File: src/sv/tgig_pkg.sv
package tgig_pkg;

	// Sizes
	localparam int MAX_SHIFT   = 7;
	localparam int SHIFT_BITS  = 3;
	localparam int COUNT_BITS  = MAX_SHIFT;
	localparam int INDEX_BITS  = 16;
	localparam int FIELD_BITS  = 16;
	localparam int REGION_BITS = 3;

	localparam logic [SHIFT_BITS-1:0] GRID_SHIFT_RESET = SHIFT_BITS'(4);

	// Region codes, also the sequencing phase
	localparam logic [REGION_BITS-1:0] REGION_GRID   = 3'd0;
	localparam logic [REGION_BITS-1:0] REGION_TOP    = 3'd1;
	localparam logic [REGION_BITS-1:0] REGION_RIGHT  = 3'd2;
	localparam logic [REGION_BITS-1:0] REGION_BOTTOM = 3'd3;
	localparam logic [REGION_BITS-1:0] REGION_LEFT   = 3'd4;

	typedef logic [INDEX_BITS-1:0] idx_t;
	typedef logic [FIELD_BITS-1:0] field_t;

	// Position of the next quad to emit
	typedef struct packed {
		logic [REGION_BITS-1:0] phase;
		logic [COUNT_BITS-1:0]  row;
		logic [COUNT_BITS-1:0]  col;
	} pos_t;

	// One quad: two triangles plus tags
	typedef struct packed {
		field_t                 tri0_a;
		field_t                 tri0_b;
		field_t                 tri0_c;
		field_t                 tri1_a;
		field_t                 tri1_b;
		field_t                 tri1_c;
		logic [REGION_BITS-1:0] region;
		logic                   end_of_list;
	} quad_t;

endpackage

File: src/sv/tgig_if.sv
// Request channel: one transfer asks for the next quad
interface tgig_in_if;
	logic valid;
	logic ready;
	logic restart;

	modport source (output valid, output restart, input ready);
	modport sink (input valid, input restart, output ready);
endinterface

// Result channel: one quad per transfer
interface tgig_out_if;
	logic        valid;
	logic        ready;
	logic [15:0] tri0_a;
	logic [15:0] tri0_b;
	logic [15:0] tri0_c;
	logic [15:0] tri1_a;
	logic [15:0] tri1_b;
	logic [15:0] tri1_c;
	logic [2:0]  region;
	logic        end_of_list;

	modport source (output valid, output tri0_a, output tri0_b, output tri0_c,
		output tri1_a, output tri1_b, output tri1_c, output region,
		output end_of_list, input ready);
	modport sink (input valid, input tri0_a, input tri0_b, input tri0_c,
		input tri1_a, input tri1_b, input tri1_c, input region,
		input end_of_list, output ready);
endinterface

File: src/sv/tgig_quad.sv
// Quad index calculation and position advance for one request.
module tgig_quad import tgig_pkg::*; (
	input  logic [SHIFT_BITS-1:0] grid_shift,
	input  logic                  restart,
	input  pos_t                  pos,
	output quad_t                 quad,
	output pos_t                  pos_next
);

	logic [SHIFT_BITS-1:0]  s;
	logic                   stale;
	logic [REGION_BITS-1:0] ph;
	logic                   last;
	idx_t m, n, nn, r, c, b, j, s0, s1, e0, e1, c1, r1;

	// Clamp the shift into the supported range
	always_comb begin
		if (grid_shift == '0) begin
			s = SHIFT_BITS'(1);
		end else if (grid_shift > SHIFT_BITS'(MAX_SHIFT)) begin
			s = SHIFT_BITS'(MAX_SHIFT);
		end else begin
			s = grid_shift;
		end
	end

	// Grid sizes: m quads per edge, n vertices per edge, nn grid vertices
	assign m  = idx_t'(1) << s;
	assign n  = m + idx_t'(1);
	assign nn = (m << s) + (m << 1) + idx_t'(1);

	// Restart, or fall back to the first quad when the position is out of range
	assign stale = restart || (pos.phase > REGION_LEFT)
		|| (idx_t'(pos.row) >= m) || (idx_t'(pos.col) >= m);
	assign ph = stale ? REGION_GRID : pos.phase;
	assign r  = stale ? '0 : idx_t'(pos.row);
	assign c  = stale ? '0 : idx_t'(pos.col);

	// Shared terms: grid base vertex, skirt vertices, mirrored column
	assign b  = (r << s) + r + c;
	assign s0 = nn + (idx_t'(ph - REGION_TOP) << s) + c;
	assign j  = m - c;

	// Form the six indices
	always_comb begin
		e0   = '0;
		e1   = '0;
		s1   = s0 + idx_t'(1);
		last = 1'b0;
		quad = '0;
		unique case (ph)
			REGION_TOP: begin
				e0 = c;
				e1 = c + idx_t'(1);
			end
			REGION_RIGHT: begin
				e0 = (c << s) + c + m;
				e1 = e0 + n;
			end
			REGION_BOTTOM: begin
				e0 = nn - idx_t'(1) - c;
				e1 = e0 - idx_t'(1);
			end
			REGION_LEFT: begin
				e0 = (j << s) + j;
				e1 = e0 - n;
				// close the skirt ring on the first skirt vertex
				if (c == m - idx_t'(1)) begin
					s1   = nn;
					last = 1'b1;
				end
			end
			default: begin
			end
		endcase

		if (ph == REGION_GRID) begin
			quad.tri0_a = b[FIELD_BITS-1:0];
			quad.tri0_b = FIELD_BITS'(b + idx_t'(1));
			quad.tri0_c = FIELD_BITS'(b + n + idx_t'(1));
			quad.tri1_a = b[FIELD_BITS-1:0];
			quad.tri1_b = FIELD_BITS'(b + n + idx_t'(1));
			quad.tri1_c = FIELD_BITS'(b + n);
		end else begin
			quad.tri0_a = e0[FIELD_BITS-1:0];
			quad.tri0_b = s0[FIELD_BITS-1:0];
			quad.tri0_c = e1[FIELD_BITS-1:0];
			quad.tri1_a = e1[FIELD_BITS-1:0];
			quad.tri1_b = s0[FIELD_BITS-1:0];
			quad.tri1_c = s1[FIELD_BITS-1:0];
		end
		quad.region      = ph;
		quad.end_of_list = last;
	end

	// Advance to the next quad
	assign c1 = c + idx_t'(1);
	assign r1 = r + idx_t'(1);

	always_comb begin
		pos_next.phase = ph;
		pos_next.row   = r[COUNT_BITS-1:0];
		pos_next.col   = c1[COUNT_BITS-1:0];
		if (c1 == m) begin
			pos_next.col = '0;
			if (ph == REGION_GRID) begin
				if (r1 == m) begin
					pos_next.row   = '0;
					pos_next.phase = REGION_TOP;
				end else begin
					pos_next.row = r1[COUNT_BITS-1:0];
				end
			end else if (ph == REGION_LEFT) begin
				pos_next.phase = REGION_GRID;
			end else begin
				pos_next.phase = ph + REGION_TOP;
			end
		end
	end

endmodule

File: src/sv/terrain_grid_index_generator.sv
// Channel   Dir  Payload
// item      in   restart
// result    out  tri0_a..tri1_c, region, end_of_list
// cfg_wr_*  in   grid_shift (write only)
//
// One request per cycle while the result is not stalled; each request's quad is on
// the result in the cycle after its transfer, held in the output register.
// The request side stays ready while the output register is empty or is being
// drained, so a stalled result stops new requests only for the stall.
// Reset sets grid_shift to 4 and the position to the first grid quad.
module terrain_grid_index_generator import tgig_pkg::*; (
	input  logic                  clk,
	input  logic                  arst_n,
	input  logic                  cfg_wr_en,
	input  logic [SHIFT_BITS-1:0] cfg_wr_data,
	tgig_in_if.sink               item,
	tgig_out_if.source            result
);

	logic [SHIFT_BITS-1:0] grid_shift_q;
	pos_t                  pos_q;
	pos_t                  pos_next;
	quad_t                 quad;
	quad_t                 quad_q;
	logic                  out_valid_q;
	logic                  accept;

	assign item.ready = !out_valid_q || result.ready;
	assign accept     = item.valid && item.ready;

	// Hold the tessellation shift
	always_ff @(posedge clk or negedge arst_n) begin
		if (!arst_n) begin
			grid_shift_q <= GRID_SHIFT_RESET;
		end else if (cfg_wr_en) begin
			grid_shift_q <= cfg_wr_data;
		end
	end

	tgig_quad u_quad (
		.grid_shift (grid_shift_q),
		.restart    (item.restart),
		.pos        (pos_q),
		.quad       (quad),
		.pos_next   (pos_next)
	);

	// Advance the position on each request transfer
	always_ff @(posedge clk or negedge arst_n) begin
		if (!arst_n) begin
			pos_q <= '0;
		end else if (accept) begin
			pos_q <= pos_next;
		end
	end

	// Output register valid flag
	always_ff @(posedge clk or negedge arst_n) begin
		if (!arst_n) begin
			out_valid_q <= 1'b0;
		end else if (accept) begin
			out_valid_q <= 1'b1;
		end else if (result.ready) begin
			out_valid_q <= 1'b0;
		end
	end

	// Output register payload
	always_ff @(posedge clk) begin
		if (accept) begin
			quad_q <= quad;
		end
	end

	assign result.valid       = out_valid_q;
	assign result.tri0_a      = quad_q.tri0_a;
	assign result.tri0_b      = quad_q.tri0_b;
	assign result.tri0_c      = quad_q.tri0_c;
	assign result.tri1_a      = quad_q.tri1_a;
	assign result.tri1_b      = quad_q.tri1_b;
	assign result.tri1_c      = quad_q.tri1_c;
	assign result.region      = quad_q.region;
	assign result.end_of_list = quad_q.end_of_list;

endmodule

File: src/flat_wrapper.sv
// flat-port wrapper written by rule: the top's interface ports become plain ports
module terrain_grid_index_generator_flat import tgig_pkg::*;
  (clk, arst_n, cfg_wr_en, cfg_wr_data, item_valid, item_restart, item_ready, result_valid, result_tri0_a, result_tri0_b, result_tri0_c, result_tri1_a, result_tri1_b, result_tri1_c, result_region, result_end_of_list, result_ready);
  tgig_in_if item_i ();
  tgig_out_if result_i ();
  input  logic clk;
  input  logic arst_n;
  input  logic cfg_wr_en;
  input  logic [SHIFT_BITS-1:0] cfg_wr_data;
  input wire logic [$bits(item_i.valid)-1:0] item_valid;
  input wire logic [$bits(item_i.restart)-1:0] item_restart;
  output wire logic [$bits(item_i.ready)-1:0] item_ready;
  output wire logic [$bits(result_i.valid)-1:0] result_valid;
  output wire logic [$bits(result_i.tri0_a)-1:0] result_tri0_a;
  output wire logic [$bits(result_i.tri0_b)-1:0] result_tri0_b;
  output wire logic [$bits(result_i.tri0_c)-1:0] result_tri0_c;
  output wire logic [$bits(result_i.tri1_a)-1:0] result_tri1_a;
  output wire logic [$bits(result_i.tri1_b)-1:0] result_tri1_b;
  output wire logic [$bits(result_i.tri1_c)-1:0] result_tri1_c;
  output wire logic [$bits(result_i.region)-1:0] result_region;
  output wire logic [$bits(result_i.end_of_list)-1:0] result_end_of_list;
  input wire logic [$bits(result_i.ready)-1:0] result_ready;
  assign item_i.valid = item_valid;
  assign item_i.restart = item_restart;
  assign item_ready = item_i.ready;
  assign result_valid = result_i.valid;
  assign result_tri0_a = result_i.tri0_a;
  assign result_tri0_b = result_i.tri0_b;
  assign result_tri0_c = result_i.tri0_c;
  assign result_tri1_a = result_i.tri1_a;
  assign result_tri1_b = result_i.tri1_b;
  assign result_tri1_c = result_i.tri1_c;
  assign result_region = result_i.region;
  assign result_end_of_list = result_i.end_of_list;
  assign result_i.ready = result_ready;
  terrain_grid_index_generator u_core (.clk(clk), .arst_n(arst_n), .cfg_wr_en(cfg_wr_en), .cfg_wr_data(cfg_wr_data), .item(item_i), .result(result_i));
endmodule
File: config.mk
export PLATFORM = sky130hd
export DESIGN_NAME = terrain_grid_index_generator_flat
export DESIGN_NICKNAME = d
export VERILOG_FILES = /design/src/sv/tgig_pkg.sv /design/src/sv/tgig_if.sv /design/src/sv/tgig_quad.sv /design/src/sv/terrain_grid_index_generator.sv /design/src/flat_wrapper.sv
export SDC_FILE = /design/constraint.sdc
export NUM_CORES = 1
export LEC_CHECK = 0
export BUFFER_PORTS_ARGS = -buffer_cell sky130_fd_sc_hd__buf_4
export CORE_UTILIZATION = 55
export DETAILED_ROUTE_END_ITERATION = 10
export HOLD_SLACK_MARGIN = 0.1
export PLACE_DENSITY_LB_ADDON = 0.08
export SLEW_MARGIN = 20
export SYNTH_ARGS = -nofsm -noshare
export SYNTH_HDL_FRONTEND = slang
export SYNTH_SLANG_ARGS = --single-unit
File: constraint.sdc
create_clock -name clk -period 11.1 [get_ports clk]
set_input_delay 2.22 -clock clk [delete_from_list [all_inputs] [get_ports clk]]
set_output_delay 2.22 -clock clk [all_outputs]
set_load 0.01 [all_outputs]
==> impl_metrics.py, run 1 <==
metrics = {
    "finish": {
        "num_antenna_cells": 0,
        "nets": 2001,
        "area_delta_synth_final_pct": 12.9,
        "layout-drive-gt1-share_pct": 13.0,
    },
    "yosys": {
        "synth_cell_type_count": 102,
        "syn_avg_cell_area_sq_um": 8.34,
        "async_flop_share_pct": 17.4,
        "syn-cell-area_sq_um": 14300,
        "ys_seq_area_share_pct": 24.6,
        "synth_top_area_cell": "edfxtp_1",
        "synthTopCellsByArea": "edfxtp_1, ha_1, xnor2_1",
        "synth_warnings": 0,
        "synth_common_cells": "nand2_1, ha_1, nor2_1, o21ai_0, a21oi_1",
        "synth.most_common_cell": "nand2_1",
        "synth_cells": 1720,
        "yosysTopAreaCellShare_pct": 20.9,
        "synth_flop_cell": "edfxtp_1",
        "synth-edff-count": 100,
        "synth_seq_cells": 121,
    },
    "global_routing": {
        "antenna_found_initial": 0,
        "grt_pass1_wl_um": 79900,
        "grt.total_usage_pct": 39.9,
        "gr-total-overflow": 0,
        "grt_max_degree": 73,
        "grt_pass1_vias": 13400,
    },
    "sta": {
        "maxSlewHeadroom_pct": 23.1,
        "drv_slew": 0,
        "period_needed_ns": 10.0,
        "max_freq_mhz": 100,
        "hold_viol": 0,
        "tns_ns": 0,
        "min_period_over_period_pct": 90.1,
        "worst_pin_slew_ns": 1.14,
        "setup_viol": 0,
        "skew_ns": 0.0267,
        "rsz0062_at_grt": "false",
    },
    "power_and_ir_drop": {
        "leakagePower_nw": 7.00,
        "power_w": 0.00325,
        "ir_drop_v": 0.000200,
        "pwr_density_cell_nw_per_um2": 201,
    },
    "drt": {
        "drc_errors": 0,
        "avgRoutedWirePerCell_um": 24.3,
        "via_per_inst": 6.63,
        "drt_iter0_drc": 1890,
        "wl_um": 52800,
        "firstDrtPassIters": 8,
        "vias": 14400,
        "ant_nets": 0,
    },
    "clock_tree": {
        "cts_max_level": 4,
        "cts_root_buf": "clkbuf_16",
        "cts-resized-gates": 0,
        "cts_setup_buffers": 0,
        "insertion_delay_ns": 0.45,
        "cts_tree": "built",
        "cts_max_path_buffers": 2,
        "cts.sinks": 121,
        "cts_made_buffers": 17,
        "hold_buffers": 0,
        "clk_pin_slew_ns": 0.08,
    },
    "die": {
        "io_pins": 111,
        "core_area_sq_um": 25400,
        "die_h_um": 163,
        "dieArea_sq_um": 26700,
        "rows": 58,
        "die_w_um": 163,
        "initial_core_util_pct": 56.4,
    },
    "worst_hold_path": {
        "min_path_type": "register to register",
    },
    "setup_path": {
        "cp-start-kind": "register",
        "slowest_stage": "dfstp_2",
        "crit_type": "register to register",
        "arrival_ns": 10.17,
        "cpPeakStageDelay_ns": 0.91,
        "worst_setup_path_end_kind": "register",
        "worstPathMaxFanout": 31,
        "cp_common_cell": "inv_1",
        "worstPathRequired_ns": 11.27,
    },
    "placement": {
        "gp_congestion": 1.04,
        "portBuffers": 110,
        "dp_hpwl_um": 40800,
    },
    "flow_run": {
        "drv_cap": 0,
    },
    "status": {
        "status": "finished clean",
    },
}
-- cell type report --
class,count,area (sq um)
multi-input cells,1446,10200
fillers,2192,9210
flip-flops and latches,121,3530
repair buffers,146,1100
clock buffers,19,433
well taps,330,413
inverters,95,359
clock inverters,13,148
-- report_power, final --
group	leakage [nW]	switching, W	internal [W]
Clock	0.282	0.000250	0.000333
Sequential	1.26	0.0000423	0.000588
Combinational	5.46	0.00127	0.000769
Total	7.00	0.00156	0.00169
-- stage by stage --
step	setup WS, ns	util [%]	hold WS (ns)	std cells	instance area (sq um)
finish	1.10	63.8	0.522	2170	16200
CTS	1.45	63.8	0.519	2170	16200
detailed placement	1.51	61.5	0.504	2138	15600
global route	0.712	63.8	0.533	2170	16200
floorplan	2.83	-	0.464	1744	14400
global placement	1.63	61.5	0.500	2138	15600
-- per-layer routing --
layer	GRT usage [%]	vias to the layer above	part of all wire, %
li1	-	6480	-
met1	54.1	6776	40
met2	61.9	947	44
met3	6.04	188	10
met4	19.8	0	5.6
met5	0	-	0
-- registers in the layout, indices dropped and copies added (netlist names) --
signal / count
u_core.result.end_of_list: 1
u_core.grid_shift_q: 3
u_core.result.tri1_c: 16
u_core.result.valid: 1
u_core.result.tri0_a: 16
u_core.result.tri1_b: 16
u_core.pos_q: 17
u_core.result.tri0_b: 16
u_core.result.tri1_a: 16
u_core.result.tri0_c: 16
u_core.result.region: 3
-- worst max-delay path: cells and delay by family (launching register included) --
kind / cells / cell delay (ns)
xor+xnor: 2 / 0.83
fa+ha+maj: 4 / 1.49
buf+inv: 4 / 0.80
compound gates: 8 / 2.42
flops: 1 / 0.91
simple gates: 10 / 2.54
mux: 2 / 0.70
-- cell families after synthesis --
logic type                 count (synthesis)  synth area share [%]
adders and majority gates                165                  15.7
xor gates and xnor gates                 150                  9.26
DFF                                      121                  24.6
muxes                                     33                  2.67
buffers and inverters                    177                  4.92
other                                      2                0.0524
AOI/OAI and AO/OA                        498                  23.0
and+or+nand+nor                          574                  19.8
-- cells in the final DEF (no fill, tap or decap), drive strengths merged, types with 24 or more instances in the layout --
master	instances
a21oi	109
conb	26
o21ai	124
a21o	30
xor2	42
inv	95
nand2b	25
xnor2	107
o22ai	28
ha	141
edfxtp	100
buf	146
fa	24
nand2	179
nor3	52
nand3	39
nor2	135
-- worst paths after layout --
path	startpoint	cells past startpoint	slack, ns	end
worst min-delay path	u_core.pos_q[15]	2	0.52	u_core.pos_q[15]
max in group asynchronous	arst_n	1	9.18	u_core.grid_shift_q[2]
worst max register to register	u_core.grid_shift_q[2]	30	1.10	u_core.result.tri1_b[13]
worst max-delay path	u_core.grid_shift_q[2]	30	1.10	u_core.result.tri1_b[13]
min in group asynchronous	arst_n	1	1.66	u_core.pos_q[8]
worst min register to register	u_core.pos_q[15]	2	0.52	u_core.pos_q[15]
Note: power is estimated with default switching activity, not from simulation.
==> run 2: changes to the inputs <==
--- a/config.mk
+++ b/config.mk
@@ -13,4 +13,5 @@
 export SLEW_MARGIN = 20
 export SYNTH_ARGS = -nofsm -noshare
 export SYNTH_HDL_FRONTEND = slang
+export SYNTH_HIERARCHICAL = 1
 export SYNTH_SLANG_ARGS = --single-unit
==> impl_metrics.py, run 2 <==
metrics = {
    "yosys": {
        "syn-cell-area_sq_um": 14500,
        "synth_warnings": 6,
        "synth-edff-count": 100,
        "synthTopCellsByArea": "edfxtp_1, ha_1, xnor2_1",
        "synth_common_cells": "nand2_1, nor2_1, ha_1, o21ai_0, a21oi_1",
        "synth_cells": 1719,
        "synth.most_common_cell": "nand2_1",
        "async_flop_share_pct": 17.4,
        "ys_seq_area_share_pct": 24.4,
        "synth_cell_type_count": 105,
        "synth_top_area_cell": "edfxtp_1",
        "syn_avg_cell_area_sq_um": 8.42,
        "yosysTopAreaCellShare_pct": 20.8,
        "synth_seq_cells": 121,
        "synth_flop_cell": "edfxtp_1",
    },
    "setup_path": {
        "crit_type": "register to register",
        "worstPathRequired_ns": 11.26,
        "slowest_stage": "dfstp_2",
        "worstPathMaxFanout": 30,
        "worst_setup_path_end_kind": "register",
        "cpPeakStageDelay_ns": 0.76,
        "path_buf_inv": 5,
        "arrival_ns": 9.81,
        "cp_common_cell": "a21oi_1",
        "cp-start-kind": "register",
        "path_delay_family": "compound AO/OA/AOI/OAI gates",
    },
    "status": {
        "status": "finished clean",
    },
    "sta": {
        "rsz0062_at_grt": "false",
        "skew_ns": 0.0129,
        "tns_ns": 0,
        "max_freq_mhz": 104,
        "maxSlewHeadroom_pct": 22.9,
        "drv_slew": 0,
        "setup_viol": 0,
        "min_period_over_period_pct": 87.0,
        "period_needed_ns": 9.65,
        "hold_viol": 0,
        "worst_pin_slew_ns": 1.15,
    },
    "flow_run": {
        "drv_cap": 0,
    },
    "clock_tree": {
        "cts_root_buf": "clkbuf_16",
        "cts.sinks": 121,
        "cts_max_level": 4,
        "clk_pin_slew_ns": 0.07,
        "insertion_delay_ns": 0.43,
        "cts-resized-gates": 0,
        "cts_max_path_buffers": 2,
        "cts_made_buffers": 17,
        "hold_buffers": 0,
        "cts_tree": "built",
        "cts_setup_buffers": 0,
    },
    "global_routing": {
        "grt.total_usage_pct": 39.4,
        "grt_pass1_vias": 13400,
        "grt_pass1_wl_um": 78800,
        "grt_max_degree": 76,
        "gr-total-overflow": 0,
        "antenna_found_initial": 0,
    },
    "finish": {
        "nets": 1987,
        "max_flop_register": "u_core/pos_q",
        "layout-drive-gt1-share_pct": 13.6,
        "mostFrequentLayoutCells": "nand2_1, nor2_1, buf_4",
        "fillers": 2237,
        "num_antenna_cells": 0,
        "largest_register_ffs": 17,
        "final_common_cell": "nand2_1",
        "area_delta_synth_final_pct": 12.3,
    },
    "placement": {
        "dp_hpwl_um": 41300,
        "gp_congestion": 1.04,
        "portBuffers": 110,
    },
    "die": {
        "io_pins": 111,
        "die_w_um": 164,
        "rows": 58,
        "core_area_sq_um": 25500,
        "die_h_um": 164,
        "dieArea_sq_um": 27000,
        "initial_core_util_pct": 56.8,
    },
    "drt": {
        "wl_um": 53000,
        "drc_errors": 0,
        "via_per_inst": 6.63,
        "firstDrtPassIters": 10,
        "vias": 14300,
        "ant_nets": 0,
        "avgRoutedWirePerCell_um": 24.5,
        "drt_iter0_drc": 2000,
    },
    "power_and_ir_drop": {
        "ir_drop_v": 0.000165,
        "power_w": 0.00289,
        "pwr_density_cell_nw_per_um2": 178,
        "leakagePower_nw": 6.97,
    },
    "worst_hold_path": {
        "min_path_type": "register to register",
    },
}
[run 2: changes by cell type after synthesis, moves of 7 or more]
cell | before | now
o21bai_1 | 15 | 8
nor2_1 | 134 | 148
xor2_1 | 42 | 58
mux2_4 | 0 | 9
ha_1 | 141 | 129
nand2_1 | 178 | 169
o21a_1 | 22 | 29
mux2_2 | 12 | 19
nor3_1 | 52 | 31
fa_1 | 24 | 31
mux2i_1 | 18 | 28
xnor2_1 | 107 | 79
or4_1 | 13 | 4
[run 2: where the power goes]
| part | internal [W] | leakage, nW | switching, W |
|---|---|---|---|
| Combinational | 0.000662 | 5.43 | 0.00107 |
| Clock | 0.000318 | 0.282 | 0.000251 |
| Sequential | 0.000559 | 1.26 | 0.0000322 |
| Total | 0.00154 | 6.97 | 0.00135 |
[run 2: per-stage QoR]
step | hold WS, ns | utilization [%] | worst slack, ns | cells | cell area (sq um)
5_1_grt | 0.599 | 63.8 | 1.13 | 2161 | 16300
2_1_floorplan | 0.475 | - | 2.79 | 1743 | 14600
3_3_place_gp | 0.542 | 61.5 | 2.09 | 2129 | 15700
4_1_cts | 0.590 | 63.8 | 1.87 | 2161 | 16300
6_report | 0.581 | 63.8 | 1.45 | 2161 | 16300
3_5_place_dp | 0.567 | 61.5 | 1.92 | 2129 | 15700
[run 2: final timing paths]
check / start / endpoint / slack (ns) / cells past startpoint
max in group asynchronous: arst_n / u_core/grid_shift_q[2] / 9.15 / 1
max reg2reg: u_core/grid_shift_q[2] / u_core/result.tri1_b[14] / 1.45 / 32
max: u_core/grid_shift_q[2] / u_core/result.tri1_b[14] / 1.45 / 32
min: u_core/result.valid / u_core/result.valid / 0.58 / 2
min reg2reg: u_core/result.valid / u_core/result.valid / 0.58 / 2
min in group asynchronous: arst_n / u_core/pos_q[5] / 1.67 / 1
[run 2: routing by layer]
metal / up-vias / track usage, % / wire length, um
met1: 6751 / 52.0 / 21200
li1: 6463 / - / -
met4: 0 / 22.1 / 3100
met3: 179 / 7.02 / 5830
met5: - / 0 / 0
met2: 925 / 60.7 / 22900
[run 2: final cells by class]
| cell class | instances | area, sq um | area share (%) |
|---|---|---|---|
| Sequential cell | 121 | 3530 | 21.7 |
| Multi-Input combinational cell | 1440 | 10300 | 63.5 |
| Tap cell | 330 | 413 | 2.54 |
| Inverter | 100 | 383 | 2.36 |
| Clock inverter | 15 | 154 | 0.947 |
| Clock buffer | 17 | 425 | 2.62 |
| Timing Repair Buffer | 138 | 1040 | 6.37 |
[run 2: cell families (layout without fill, tap and decap cells)]
family                   after synthesis  after routing  synth area share [%]
buffers and inverters                182            270                  5.06
other                                  2             26                0.0519
AO/OA/AOI/OAI                        513            513                  23.5
adder cells (fa/ha/maj)              160            160                  15.4
multiplexers                          59             59                  4.82
flip-flops                           121            121                  24.4
AND/OR/NAND/NOR                      544            544                  18.2
XOR/XNOR                             138            138                  8.45
[run 2: worst reg2reg max path: cells and delay by family (launching register included)]
family                     cells  cell delay (ns)
DFF                            1             0.76
AOI/OAI and AO/OA             13             2.69
and+or+nand+nor                6             1.95
buffers and inverters          5             0.91
xor gates and xnor gates       2             0.96
adders and majority gates      4             1.70
muxes                          2             0.38
